<file path="config.mk">
export PLATFORM = sky130hd
export DESIGN_NAME = utf8_stream_sanitizer_top
export DESIGN_NICKNAME = d
export VERILOG_FILES = /design/src/rtl/u8san_pkg.sv /design/src/rtl/utf8_stream_sanitizer_top.sv
export SDC_FILE = /design/constraint.sdc
export NUM_CORES = 1
export LEC_CHECK = 0
export BUFFER_PORTS_ARGS = -buffer_cell sky130_fd_sc_hd__buf_2
export CORE_UTILIZATION = 50
export CTS_CLUSTER_DIAMETER = 30
export DETAILED_ROUTE_END_ITERATION = 12
export MAX_ROUTING_LAYER = met4
export PLACE_DENSITY = 0.75
export SYNTH_ARGS = -nofsm -noshare
export SYNTH_HDL_FRONTEND = slang
export SYNTH_SLANG_ARGS = --single-unit
</file>
<file path="constraint.sdc">
create_clock -name clk -period 22.8 [get_ports clk]
set_input_delay 3.42 -clock clk [delete_from_list [all_inputs] [get_ports clk]]
set_output_delay 3.42 -clock clk [all_outputs]
set_load 0.05 [all_outputs]
</file>
<file path="src/rtl/u8san_pkg.sv">
// Package: payload types and constants for the UTF-8 stream sanitizer.
`timescale 1ns / 1ps
package u8san_pkg;

  localparam logic [23:0] REPL_WORD_RST = 24'hEFBFBD;

  localparam logic [7:0] LEAD2_MASK = 8'hE0;
  localparam logic [7:0] LEAD2_CODE = 8'hC0;
  localparam logic [7:0] LEAD3_MASK = 8'hF0;
  localparam logic [7:0] LEAD3_CODE = 8'hE0;
  localparam logic [7:0] LEAD4_MASK = 8'hF8;
  localparam logic [7:0] LEAD4_CODE = 8'hF0;
  localparam logic [7:0] CONT_MASK  = 8'hC0;
  localparam logic [7:0] CONT_CODE  = 8'h80;

  localparam logic [15:0] CP3_MIN   = 16'h0800;
  localparam logic [15:0] SURR_LO   = 16'hD800;
  localparam logic [15:0] SURR_HI   = 16'hDFFF;
  localparam logic [20:0] CP4_MIN   = 21'h010000;
  localparam logic [20:0] CP4_MAX   = 21'h10FFFF;

  typedef struct packed {
    logic [7:0] in_byte;
    logic       stream_end;
  } in_item_t;

  typedef struct packed {
    logic [7:0] out_byte;
    logic       replaced;
    logic       run_last;
  } out_item_t;

endpackage

</file>
<file path="src/rtl/utf8_stream_sanitizer_top.sv">
// Top: UTF-8 validation with replacement word, one output byte per cycle unless stalled.
`timescale 1ns / 1ps
// Takes a UTF-8 byte stream one item per cycle and emits sanitized bytes one per cycle.
// Well-formed sequences pass unchanged once complete; each rejected byte becomes the three
// bytes of the replacement word (cfg_wdata, first byte in bits 23:16). All rates here hold
// only while out_stall is low. An item is parsed combinationally against the up to three
// pending bytes, so items that give one output byte each stream at one item per cycle. An
// item that gives k output bytes (0 to 12) holds the output sequencer until all k are out,
// as the single output port moves one byte per cycle; a next item that emits bytes waits under in_stall.
module utf8_stream_sanitizer_top
  import u8san_pkg::*;
(
  input  logic        clk,
  input  logic        rst_n,
  input  logic        in_valid,
  output logic        in_stall,
  input  in_item_t    in_item,
  output logic        out_valid,
  input  logic        out_stall,
  output out_item_t   out_item,
  input  logic        cfg_we,
  input  logic [23:0] cfg_wdata
);

  logic [23:0] repl_r;

  logic        s1_valid_r;
  in_item_t    s1_item_r;

  logic [7:0]  pend_r [3];
  logic [1:0]  pend_cnt_r;
  logic [7:0]  pend_nxt [3];
  logic [1:0]  pend_cnt_nxt;

  logic [7:0]  bufw [4];
  logic [2:0]  nbuf;
  logic [3:0]  rep_nxt;
  logic [2:0]  num_nxt;

  logic [7:0]  plan_byte_r [4];
  logic [3:0]  plan_rep_r;
  logic [2:0]  plan_num_r;
  logic [1:0]  plan_pos_r;
  logic [1:0]  plan_sub_r;
  logic        plan_valid_r;

  logic        out_valid_r;
  out_item_t   out_item_r;

  logic        out_load;
  logic        entry_end;
  logic        plan_done;
  logic        plan_free;
  logic        s1_adv;
  logic        in_acc;
  out_item_t   emit_item;

  function automatic logic is_cont(input logic [7:0] b);
    return (b & CONT_MASK) == CONT_CODE;
  endfunction

  // working buffer: pending bytes then the new byte
  always_comb begin
    for (int i = 0; i < 4; i++) begin
      if (i < 32'(pend_cnt_r)) begin
        bufw[i] = pend_r[i[1:0]];
      end else if (i == 32'(pend_cnt_r)) begin
        bufw[i] = s1_item_r.in_byte;
      end else begin
        bufw[i] = 8'h00;
      end
    end
    nbuf = {1'b0, pend_cnt_r} + 3'd1;
  end

  always_comb begin : parse
    logic [2:0]  hd;
    logic [2:0]  av;
    logic [2:0]  need;
    logic        stop;
    logic        ok;
    logic        waiting;
    logic [7:0]  c0;
    logic [7:0]  b1;
    logic [7:0]  b2;
    logic [7:0]  b3;
    logic [15:0] cp3;
    logic [20:0] cp4;
    logic [2:0]  rest;
    hd      = 3'd0;
    stop    = 1'b0;
    waiting = 1'b0;
    rep_nxt = 4'b0000;
    need    = 3'd0;
    ok      = 1'b0;
    av      = 3'd0;
    c0      = 8'h00;
    b1      = 8'h00;
    b2      = 8'h00;
    b3      = 8'h00;
    cp3     = 16'h0000;
    cp4     = 21'h000000;
    for (int s = 0; s < 4; s++) begin
      if (!stop && hd < nbuf) begin
        c0 = bufw[hd[1:0]];
        b1 = bufw[hd[1:0] + 2'd1];
        b2 = bufw[hd[1:0] + 2'd2];
        b3 = bufw[hd[1:0] + 2'd3];
        av = nbuf - hd;
        if (!c0[7]) begin
          need = 3'd1;
        end else if ((c0 & LEAD2_MASK) == LEAD2_CODE) begin
          need = 3'd2;
        end else if ((c0 & LEAD3_MASK) == LEAD3_CODE) begin
          need = 3'd3;
        end else if ((c0 & LEAD4_MASK) == LEAD4_CODE) begin
          need = 3'd4;
        end else begin
          need = 3'd0;
        end
        ok = (need != 3'd0);
        if (need > 3'd1 && av > 3'd1 && !is_cont(b1)) ok = 1'b0;
        if (need > 3'd2 && av > 3'd2 && !is_cont(b2)) ok = 1'b0;
        if (need > 3'd3 && av > 3'd3 && !is_cont(b3)) ok = 1'b0;
        if (ok && av < need) begin
          if (s1_item_r.stream_end) begin
            ok = 1'b0;
          end else begin
            waiting = 1'b1;
            stop    = 1'b1;
          end
        end
        cp3 = {c0[3:0], b1[5:0], b2[5:0]};
        cp4 = {c0[2:0], b1[5:0], b2[5:0], b3[5:0]};
        if (!stop) begin
          if (ok && need == 3'd2) begin
            ok = (c0[4:1] != 4'd0);
          end else if (ok && need == 3'd3) begin
            ok = (cp3 >= CP3_MIN) && !(cp3 >= SURR_LO && cp3 <= SURR_HI);
          end else if (ok && need == 3'd4) begin
            ok = (cp4 >= CP4_MIN) && (cp4 <= CP4_MAX);
          end
          if (ok) begin
            hd = hd + need;
          end else begin
            rep_nxt[hd[1:0]] = 1'b1;
            hd = hd + 3'd1;
          end
        end
      end
    end
    num_nxt = hd;
    rest    = nbuf - hd;
    pend_cnt_nxt = waiting ? rest[1:0] : 2'd0;
    for (int i = 0; i < 3; i++) begin
      pend_nxt[i] = bufw[hd[1:0] + i[1:0]];
    end
  end

  // output sequencer
  always_comb begin
    entry_end = !plan_rep_r[plan_pos_r] || (plan_sub_r == 2'd2);
    emit_item.replaced = plan_rep_r[plan_pos_r];
    emit_item.run_last = entry_end && ({1'b0, plan_pos_r} == plan_num_r - 3'd1);
    if (plan_rep_r[plan_pos_r]) begin
      case (plan_sub_r)
        2'd0:    emit_item.out_byte = repl_r[23:16];
        2'd1:    emit_item.out_byte = repl_r[15:8];
        default: emit_item.out_byte = repl_r[7:0];
      endcase
    end else begin
      emit_item.out_byte = plan_byte_r[plan_pos_r];
    end
  end

  assign out_load  = plan_valid_r && (!out_valid_r || !out_stall);
  assign plan_done = out_load && emit_item.run_last;
  assign plan_free = !plan_valid_r || plan_done;
  assign s1_adv    = s1_valid_r && (num_nxt == 3'd0 || plan_free);
  assign in_stall  = s1_valid_r && !s1_adv;
  assign in_acc    = in_valid && !in_stall;

  always_ff @(posedge clk) begin
    if (!rst_n) begin
      repl_r <= REPL_WORD_RST;
    end else if (cfg_we) begin
      repl_r <= cfg_wdata;
    end
  end

  always_ff @(posedge clk) begin
    if (!rst_n) begin
      s1_valid_r <= 1'b0;
      pend_cnt_r <= 2'd0;
    end else begin
      if (in_acc) begin
        s1_valid_r <= 1'b1;
      end else if (s1_adv) begin
        s1_valid_r <= 1'b0;
      end
      if (s1_adv) begin
        pend_cnt_r <= pend_cnt_nxt;
      end
    end
  end

  always_ff @(posedge clk) begin
    if (in_acc) begin
      s1_item_r <= in_item;
    end
    if (s1_adv) begin
      for (int i = 0; i < 3; i++) begin
        pend_r[i] <= pend_nxt[i];
      end
    end
  end

  always_ff @(posedge clk) begin
    if (!rst_n) begin
      plan_valid_r <= 1'b0;
      plan_pos_r   <= 2'd0;
      plan_sub_r   <= 2'd0;
    end else if (s1_adv && num_nxt != 3'd0) begin
      plan_valid_r <= 1'b1;
      plan_pos_r   <= 2'd0;
      plan_sub_r   <= 2'd0;
    end else if (plan_done) begin
      plan_valid_r <= 1'b0;
      plan_pos_r   <= 2'd0;
      plan_sub_r   <= 2'd0;
    end else if (out_load) begin
      if (entry_end) begin
        plan_pos_r <= plan_pos_r + 2'd1;
        plan_sub_r <= 2'd0;
      end else begin
        plan_sub_r <= plan_sub_r + 2'd1;
      end
    end
  end

  always_ff @(posedge clk) begin
    if (s1_adv && num_nxt != 3'd0) begin
      for (int i = 0; i < 4; i++) begin
        plan_byte_r[i] <= bufw[i];
      end
      plan_rep_r <= rep_nxt;
      plan_num_r <= num_nxt;
    end
  end

  always_ff @(posedge clk) begin
    if (!rst_n) begin
      out_valid_r <= 1'b0;
    end else if (out_load) begin
      out_valid_r <= 1'b1;
    end else if (!out_stall) begin
      out_valid_r <= 1'b0;
    end
  end

  always_ff @(posedge clk) begin
    if (out_load) begin
      out_item_r <= emit_item;
    end
  end

  assign out_valid = out_valid_r;
  assign out_item  = out_item_r;

  a_plan_nonempty: assert property (@(posedge clk) disable iff (!rst_n)
    plan_valid_r |-> ({1'b0, plan_pos_r} < plan_num_r))
    else $error("plan position beyond emitted entries");

  a_sub_only_rep: assert property (@(posedge clk) disable iff (!rst_n)
    (plan_valid_r && plan_sub_r != 2'd0) |-> plan_rep_r[plan_pos_r])
    else $error("sub index advanced on a passed byte");

  a_end_flushes: assert property (@(posedge clk) disable iff (!rst_n)
    (s1_adv && s1_item_r.stream_end) |=> (pend_cnt_r == 2'd0))
    else $error("pending bytes left after end of stream");

  a_adv_needs_room: assert property (@(posedge clk) disable iff (!rst_n)
    (s1_adv && num_nxt != 3'd0) |-> plan_free)
    else $error("plan overwritten before drained");

endmodule
</file>
# ---- Yosys cells after proc, flatten, opt, wreduce, memory -nomap -nowiden
# Memory sizes are Yosys's and may differ from the RTL's. A register that Yosys moved wholly into a read port is not among the register bits.
# Index checks and enable logic that the tools add are counted.
dict set report totals {
  reg_bits 59
  latch_bits 0
  ramBits 56
  romBits 0
  input_bits 38
  output_inout_bits 12
  elab_cells 483
  memories 2
}
dict set report op_classes {
  addsub 25
  mul 0
  n_div 0
  n_lt_le_gt_ge 77
  n_eq_ne 43
  shift 0
  muxes 193
  bitwise 19
  n_reduce_logical 110
}
# name depth word_bits rd rd_ports_with_merged_regs wr line_no
set mem_list {}
lappend mem_list {plan_byte_r 4 8 1 1 4 utf8_stream_sanitizer_top.sv:40} ;# logic [7:0] plan_byte_r [4];
lappend mem_list {pend_r 3 8 3 0 3 utf8_stream_sanitizer_top.sv:30} ;# logic [7:0] pend_r [3];
# cell count
set op_table {}
lappend op_table {{$mux 8} 38}
lappend op_table {{$bmux 8 s2} 15}
lappend op_table {{$mux 3} 32}
lappend op_table {{$mux 1} 90}
lappend op_table {{$ge 21x17->1 const B} 4}
lappend op_table {{$le 21x21->1 const B} 4}
lappend op_table {{$logic_and 1x1->1} 65}
lappend op_table {{$ge 16x12->1 const B} 4}
lappend op_table {{$ge 16x16->1 const B} 4}
lappend op_table {{$le 16x16->1 const B} 4}
lappend op_table {{$gt 3x2->1 const B} 16}
lappend op_table {{$ge 3x3->1 const B} 15}
lappend op_table {{$not 2->3} 15}
lappend op_table {{$mux 4} 9}
lappend op_table {{$eq 2x2->1 const B} 13}
lappend op_table {{$logic_not 1->1} 25}
lappend op_table {{$eq 3x2->1 const B} 8}
lappend op_table {{$eq 3x3->1 const B} 8}
lappend op_table {{$gt 3x1->1 const B} 8}
lappend op_table {{$lt 3x3->1} 7}
lappend op_table {{$eq 5x5->1 const B} 4}
lappend op_table {{$eq 4x4->1 const B} 4}
lappend op_table {{$pmux 8 s2} 1}
lappend op_table {{$reduce_bool 4->1} 4}
lappend op_table {{other kinds (31)} 70}

# ---- Logic depth before layout (Yosys ltp)
# Gate-level depths: netlist of the first run.
dict set report depth {
  depth_word 123
  mapped_depth 73
  depth_no_buf 64
}

# ---- Worst setup path after synthesis of the first run
# Ideal clock, no wire load.
dict set report synth_timing {
  kind {register to output}
  startpoint {reg pend_cnt_r[1]}
  endpoint {out in_stall}
  arrival_time_ps 14837
  required_ps 19380
  slack_ps 4543
  path_stages_with_launch 68
  path_buffers 10
  path_cell_list {dfxtp_1 > buf_2 > buf_1 > inv_1 > ha_1 > buf_6 > buf_6 > and3_1 > nor2_1 > nand2_1 > ha_1 > and3_1 > a221oi_2 > a41o_1 > buf_4 > nor2_1 > and2_4 > buf_6 > [... 32 more ...] > nor2_4 > ha_1 > or4_1 > o211a_1 > and4bb_1 > o32ai_2 > a31oi_1 > o21ai_0 > a22oi_1 > o211ai_1 > ha_1 > fa_1 > mux2i_4 > buf_4 > buf_2 > ha_1 > nand2_2 > and3_1}
}
dict set report synth_between {
  elab_chain_cells 120
  word_cells_on_any_way 350
  classes_between {add/sub (19); order compare (55); eq/ne (39); mux (137); bitwise (12); reduce/logical (88)}
}
# element line_no
set synth_rtl {}
lappend synth_rtl {{start, declared} utf8_stream_sanitizer_top.sv:31} ;# logic [1:0] pend_cnt_r;
lappend synth_rtl {{start signal, assigned} utf8_stream_sanitizer_top.sv:202} ;# pend_cnt_r <= pend_cnt_nxt;
lappend synth_rtl {{$logic_not 2->1} utf8_stream_sanitizer_top.sv:67} ;# end else if (i == 32'(pend_cnt_r)) begin
lappend synth_rtl {{$mux 8} utf8_stream_sanitizer_top.sv:67}
lappend synth_rtl {{$mux 8} utf8_stream_sanitizer_top.sv:65} ;# if (i < 32'(pend_cnt_r)) begin
lappend synth_rtl {{$eq 5x5->1} utf8_stream_sanitizer_top.sv:116} ;# end else if ((c0 & LEAD4_MASK) == LEAD4_CODE) begin
lappend synth_rtl {{$mux 3} utf8_stream_sanitizer_top.sv:116}
lappend synth_rtl {{$mux 3} utf8_stream_sanitizer_top.sv:114} ;# end else if ((c0 & LEAD3_MASK) == LEAD3_CODE) begin
lappend synth_rtl {{$mux 3} utf8_stream_sanitizer_top.sv:112} ;# end else if ((c0 & LEAD2_MASK) == LEAD2_CODE) begin
lappend synth_rtl {{$mux 3} utf8_stream_sanitizer_top.sv:110} ;# if (!c0[7]) begin
lappend synth_rtl {{[... 104 more ...]} n/a}
lappend synth_rtl {{$mux 3} utf8_stream_sanitizer_top.sv:143} ;# if (ok) begin
lappend synth_rtl {{$mux 3} utf8_stream_sanitizer_top.sv:135} ;# if (!stop) begin
lappend synth_rtl {{$mux 3 (*)} utf8_stream_sanitizer_top.sv:104} ;# if (!stop && hd < nbuf) begin
lappend synth_rtl {{$logic_not 3->1 (*)} utf8_stream_sanitizer_top.sv:179} ;# assign s1_adv = s1_valid_r && (num_nxt == 3'd0 || plan_free);
lappend synth_rtl {{$logic_or 1x1->1 (*)} utf8_stream_sanitizer_top.sv:179}
lappend synth_rtl {{$logic_and 1x1->1 (*)} utf8_stream_sanitizer_top.sv:179}
lappend synth_rtl {{$logic_not 1->1 (*)} utf8_stream_sanitizer_top.sv:180} ;# assign in_stall = s1_valid_r && !s1_adv;
lappend synth_rtl {{$logic_and 1x1->1 (*)} utf8_stream_sanitizer_top.sv:180}
lappend synth_rtl {{end, declared} utf8_stream_sanitizer_top.sv:16} ;# output logic in_stall,
# Every way passes the cells marked *; elsewhere a longest branch is shown, timed or not. The select of a mux whose other input is x is not followed.

# ---- Final worst setup path of the first run
dict set report layout_timing {
  startpoint {reg pend_cnt_r[0]}
  endpoint {out in_stall}
}
# The elaborated chain is that of the path after synthesis.

==> impl_metrics.json, run 1 <==
{
  "wl_per_cell_um": 23.9,
  "finalSetupViolCount": 0,
  "synth_area_um2": 9790,
  "clock_latency_ps": 420,
  "drt_wl_total_um": 31700,
  "antenna_found_initial": 0,
  "synth_top_family_by_area": "compound AO/OA/AOI/OAI gates",
  "rsz0062_at_grt": "no",
  "dr_total_vias": 9044,
  "grt-ovfl-total": 0,
  "max_freq_mhz": 47.3,
  "dp_hpwl_um": 22600,
  "cts_root_buffer": "clkbuf_16",
  "rows": 50,
  "criticalPathCategory": "reg -> out",
  "cp_data_required_time_ps": 19380,
  "fin_crit_ps": 21130,
  "synth-async-reset-ratio_pct": 0,
  "slowest_stage": "ha_1",
  "synth_adder_area_share_pct": 6.98,
  "die_w_um": 142,
  "die_h_um": 142,
  "cts.path.max_buffers": 2,
  "final_area_um2": 10800,
  "antenna_cells": 0,
  "cp-start-kind": "flip-flop",
  "tritoncts": "done",
  "yosysTopAreaCellShare_pct": 25.1,
  "max_slew_margin_pct": 32.5,
  "synth-edff-count": 82,
  "grt_pass1_vias": 8217,
  "synth_xor_area_share_pct": 1.51,
  "drv_cap": 0,
  "synthFlopType": "edfxtp_1",
  "die_area_um2": 20100,
  "yosysWarningCount": 0,
  "synth-compound-area-share_pct": 21.4,
  "grt_pass1_wl_um": 48000,
  "drt_iter0_markers": 1253,
  "cp_top_family": "adder cells",
  "crit_top_cell": "ha_1",
  "io_pins": 50,
  "finClkSkew_ps": 11.5,
  "critPathMaxStageDelay_ps": 880,
  "route.detailed.drc": 0,
  "cts_setup_buffers": 0,
  "grtUsageTotal_pct": 32.8,
  "outcome": "finished, final reports clean",
  "path_max_fanout": 43,
  "clock-sinks": 117,
  "syn2layout_area_growth_pct": 9.79,
  "postRouteAntennaNets": 0,
  "worstPathArrival_ps": 17710,
  "grt_max_degree": 44,
  "firstDrtPassIters": 7,
  "layout-drive-gt1-share_pct": 18.7,
  "vias_per_cell": 6.82,
  "slew_violations": 0,
  "ctsResizeCount": 0,
  "routabilityCongestion": 1.00,
  "ys_seq_area_share_pct": 32.3,
  "finalHoldViolCount": 0,
  "crit_buf_inv": 8,
  "hold_buffers": 0,
  "avgSynthCellArea_um2": 9.53,
  "syn_inst": 1028,
  "clk_pin_slew_ps": 60,
  "numCtsBuffers": 17,
  "syn_nets": 1117,
  "ys_seq_elements": 117,
  "min_path_type": "reg -> reg",
  "yosysTopAreaCell": "edfxtp_1",
  "start_util_pct": 51.7,
  "post_synth_num_cell_types": 104,
  "io_buffers": 49,
  "worstSetupEndpointType": "primary output",
  "fin_nets": 1142,
  "fin_crit_sh_pct": 92.7,
  "synthMuxAreaShare_pct": 14.6,
  "placed_cell_area_um2": 10200,
  "tightest_slew_ps": 1010,
  "ys_top_cells_by_area": "edfxtp_1, mux4_2, dfxtp_1",
  "coreArea_um2": 19000,
  "yosys.area_share.simple_pct": 17.9,
  "fin_tns_setup_ps": 0,
  "htreeDepth": 4
}
## through the flow
stage	utilization (%)	instances	hold slack, ps	setup WS, ps
after floorplan	-	1028	441	4540
after global placement	53.7	1294	453	2980
after detailed placement	53.7	1294	457	2550
after CTS	56.7	1326	474	2030
after global routing	56.7	1326	497	705
final	56.7	1326	471	1670
## worst min-delay path, stage by stage (launching register included)
cell and delay (ps):
dfxtp_1 320, mux2i_1 60, nand2_1 60
## kinds of logic (layout without fill, tap and decap cells)
group | Yosys count | count (layout)
multiplexers | 92 | 92
XOR/XNOR | 16 | 16
adder cells (fa/ha/maj) | 51 | 51
buffers and inverters | 118 | 156
AND/OR/NAND/NOR | 352 | 352
flip-flops | 117 | 117
AO/OA/AOI/OAI | 282 | 282
## final timing paths
check	cells past startpoint	slack, ps	from	endpoint
setup / recovery	61	1670	pend_cnt_r[0]	in_stall
hold / removal	2	470	repl_r[0]	repl_r[0]
setup reg to reg	61	4980	pend_cnt_r[0]	s1_item_r[7]
hold reg to reg	2	470	repl_r[0]	repl_r[0]
## cell usage after synthesis, types with 13 or more instances
| library cell | n |
|---|---|
| a22oi_1 | 20 |
| nand2_1 | 139 |
| nor2_1 | 70 |
| o21ai_0 | 40 |
| nor3_1 | 13 |
| ha_1 | 45 |
| nand3_1 | 26 |
| mux2i_1 | 41 |
| o211ai_1 | 22 |
| inv_1 | 48 |
| dfxtp_1 | 35 |
| a31oi_1 | 21 |
| o21ai_1 | 17 |
| a21oi_1 | 46 |
| clkbuf_1 | 22 |
| mux4_2 | 34 |
| edfxtp_1 | 82 |
## layout by cell type, fill, tap and decap left out, drive strengths merged, types with 6 or more instances in the layout
master | netlist | routed
ha | 45 | 45
or2 | 7 | 7
nor3 | 15 | 15
fa | 6 | 6
mux2 | 10 | 10
o211ai | 23 | 23
clkinv | 4 | 10
nor2 | 74 | 74
a21oi | 49 | 49
a22o | 7 | 7
buf | 32 | 60
a21o | 8 | 8
xor2 | 7 | 7
nand3 | 28 | 28
mux4 | 34 | 34
a211oi | 14 | 14
o32ai | 10 | 10
nand2 | 143 | 143
clkbuf | 22 | 19
xnor2 | 9 | 9
nand3b | 10 | 10
o21a | 8 | 8
and3 | 11 | 11
mux2i | 48 | 48
o22ai | 8 | 8
nor2b | 12 | 12
and2 | 10 | 10
edfxtp | 82 | 82
o21ai | 59 | 59
nand4 | 8 | 8
dfxtp | 35 | 35
inv | 60 | 66
a22oi | 21 | 21
nand2b | 11 | 11
a31oi | 21 | 21
## state kept, by name (all words and copies together), names as in the netlist, 2 cells and up, named ones only
signal       flops
plan_pos_r       2
plan_sub_r       2
out_item        10
repl_r          24
pend_r          24
plan_byte_r     32
s1_item_r        9
pend_cnt_r       2
plan_rep_r       4
plan_num_r       3
## area by class of cell
class	instances	area [um2]
clock buffer	19	464
tap	260	325
multi-input combinational	793	6110
sequential	117	3160
fill	1639	8210
inverter	64	240
clock inverter	13	116
timing repair buffer	60	328
## layer usage
metal	wire, um	up-vias	global-route usage [%]	share of wire (%)
met3	4030	134	7.54	13
li1	-	3927	-	-
met4	1700	0	17.8	5.4
met2	13800	700	47.7	43
met5	0	-	-	0
met1	12200	4283	42.5	38
Power of run 1 is not shown: default switching activity piles up to over one toggle a cycle in this logic, so the estimate is an artifact.
==> run 2, diff against run 1 <==
--- a/config.mk
+++ b/config.mk
@@ -6,6 +6,7 @@
 export NUM_CORES = 1
 export LEC_CHECK = 0
 export BUFFER_PORTS_ARGS = -buffer_cell sky130_fd_sc_hd__buf_2
+export CORE_MARGIN = 2
 export CORE_UTILIZATION = 50
 export CTS_CLUSTER_DIAMETER = 30
 export DETAILED_ROUTE_END_ITERATION = 12
==> run 2 against run 1 <==
  * Non-clock buffer count decreased by 3
  * Maximum frequency increased by 0.11%
  * Count of clock-buffer cells in the layout decreased by 2
  * Register-to-register slack improved by 30 ps
  * Final area increased by 0.51%
  * Die area increased by 2.8%
  * Global-route usage decreased by 2.1 points
  * Largest cell class unchanged
  * Highest routed layer unchanged
==> impl_metrics.json, run 2 (synthesis gave the netlist of run 1 again) <==
{
  "grtUsageTotal_pct": 30.8,
  "ff_latch_area_um2": 3160,
  "reg_top3": "plan_byte_r (32), pend_r (24), repl_r (24)",
  "criticalPathCategory": "reg -> out",
  "finalHoldViolCount": 0,
  "dr_total_vias": 8906,
  "dp_hpwl_um": 22100,
  "rsz0062_at_grt": "no",
  "worstPathArrival_ps": 17690,
  "cp-start-kind": "flip-flop",
  "largest_reg_flops": 32,
  "cts_root_buffer": "clkbuf_16",
  "drt_wl_total_um": 30800,
  "route.detailed.drc": 0,
  "finalSetupViolCount": 0,
  "path_max_fanout": 43,
  "io_buffers": 49,
  "die_w_um": 144,
  "rows": 51,
  "slew_violations": 0,
  "outcome": "finished, final reports clean",
  "min_path_type": "reg -> reg",
  "grt_pass1_vias": 8248,
  "syn2layout_area_growth_pct": 10.4,
  "clk_pin_slew_ps": 50,
  "coreArea_um2": 19300,
  "slowest_stage": "ha_1",
  "fin_tns_setup_ps": 0,
  "hold_buffers": 0,
  "largest_register": "plan_byte_r",
  "tritoncts": "done",
  "postRouteAntennaNets": 0,
  "antenna_found_initial": 0,
  "wl_per_cell_um": 23.2,
  "numCtsBuffers": 17,
  "grt_max_degree": 44,
  "drv_cap": 0,
  "vias_per_cell": 6.71,
  "fin_crit_sh_pct": 92.6,
  "ctsResizeCount": 0,
  "die_area_um2": 20700,
  "drt_iter0_markers": 1326,
  "clock-sinks": 117,
  "final_common_cell": "nand2_1",
  "critPathMaxStageDelay_ps": 890,
  "tightest_slew_ps": 1170,
  "finClkSkew_ps": 9.86,
  "firstDrtPassIters": 9,
  "cp_top_family": "adder cells",
  "crit_buf_inv": 8,
  "start_util_pct": 50.6,
  "antenna_cells": 0,
  "die_h_um": 144,
  "cts_setup_buffers": 0,
  "max_slew_margin_pct": 22.1,
  "grt_pass1_wl_um": 46700,
  "cts.path.max_buffers": 2,
  "fin_nets": 1139,
  "max_freq_mhz": 47.4,
  "grt-ovfl-total": 0,
  "crit_top_cell": "ha_1",
  "cp_data_required_time_ps": 19380,
  "fin_crit_ps": 21110,
  "multi_input_area_um2": 6110,
  "mostFrequentLayoutCells": "nand2_1, edfxtp_1, nor2_1",
  "routabilityCongestion": 1.06,
  "htreeDepth": 4,
  "clock_latency_ps": 410,
  "layout-drive-gt1-share_pct": 18.3,
  "worstSetupEndpointType": "primary output",
  "io_pins": 50,
  "fillerInstances": 1691
}
-- run 2: path summary, 6_finish.rpt --
kind / start / end / slack [ps] / depth (start not counted)
max: pend_cnt_r[0] / in_stall / 1690 / 62
max reg2reg: pend_cnt_r[0] / pend_r[0][8] / 5010 / 60
min: repl_r[19] / repl_r[19] / 470 / 2
min reg2reg: repl_r[19] / repl_r[19] / 470 / 2
-- run 2: tightest hold or removal path, cell delays in order, from the launching register on --
cell and delay (ps):
dfxtp_1 320, mux2i_1 60, nand2_1 60
-- run 2: per-stage QoR --
| step | std cells | instance area (um2) | hold slack [ps] | setup slack (ps) | utilization [%] |
|---|---|---|---|---|---|
| floorplan | 1028 | 9790 | 441 | 4540 | - |
| global placement | 1296 | 10200 | 453 | 2980 | 52.5 |
| detailed placement | 1296 | 10200 | 458 | 2590 | 52.5 |
| CTS | 1328 | 10800 | 472 | 2130 | 55.9 |
| global route | 1328 | 10800 | 495 | 739 | 55.9 |
| finish | 1328 | 10800 | 472 | 1690 | 55.9 |
-- run 2: routing by layer --
layer / GRT usage [%] / part of all wire, %
met5: - / 0
met4: 16.7 / 5.7
met3: 6.66 / 12
met2: 45.5 / 44
met1: 39.5 / 38
-- run 2: final cells by class --
cell class	count	share of cell area, %
tap	265	3.07
clock buffer	17	3.94
inverter	64	2.22
clock inverter	15	2.10
sequential	117	29.3
multi-input combinational	793	56.6
timing repair buffer	57	2.83
Power of run 2 is left out for the same reason.
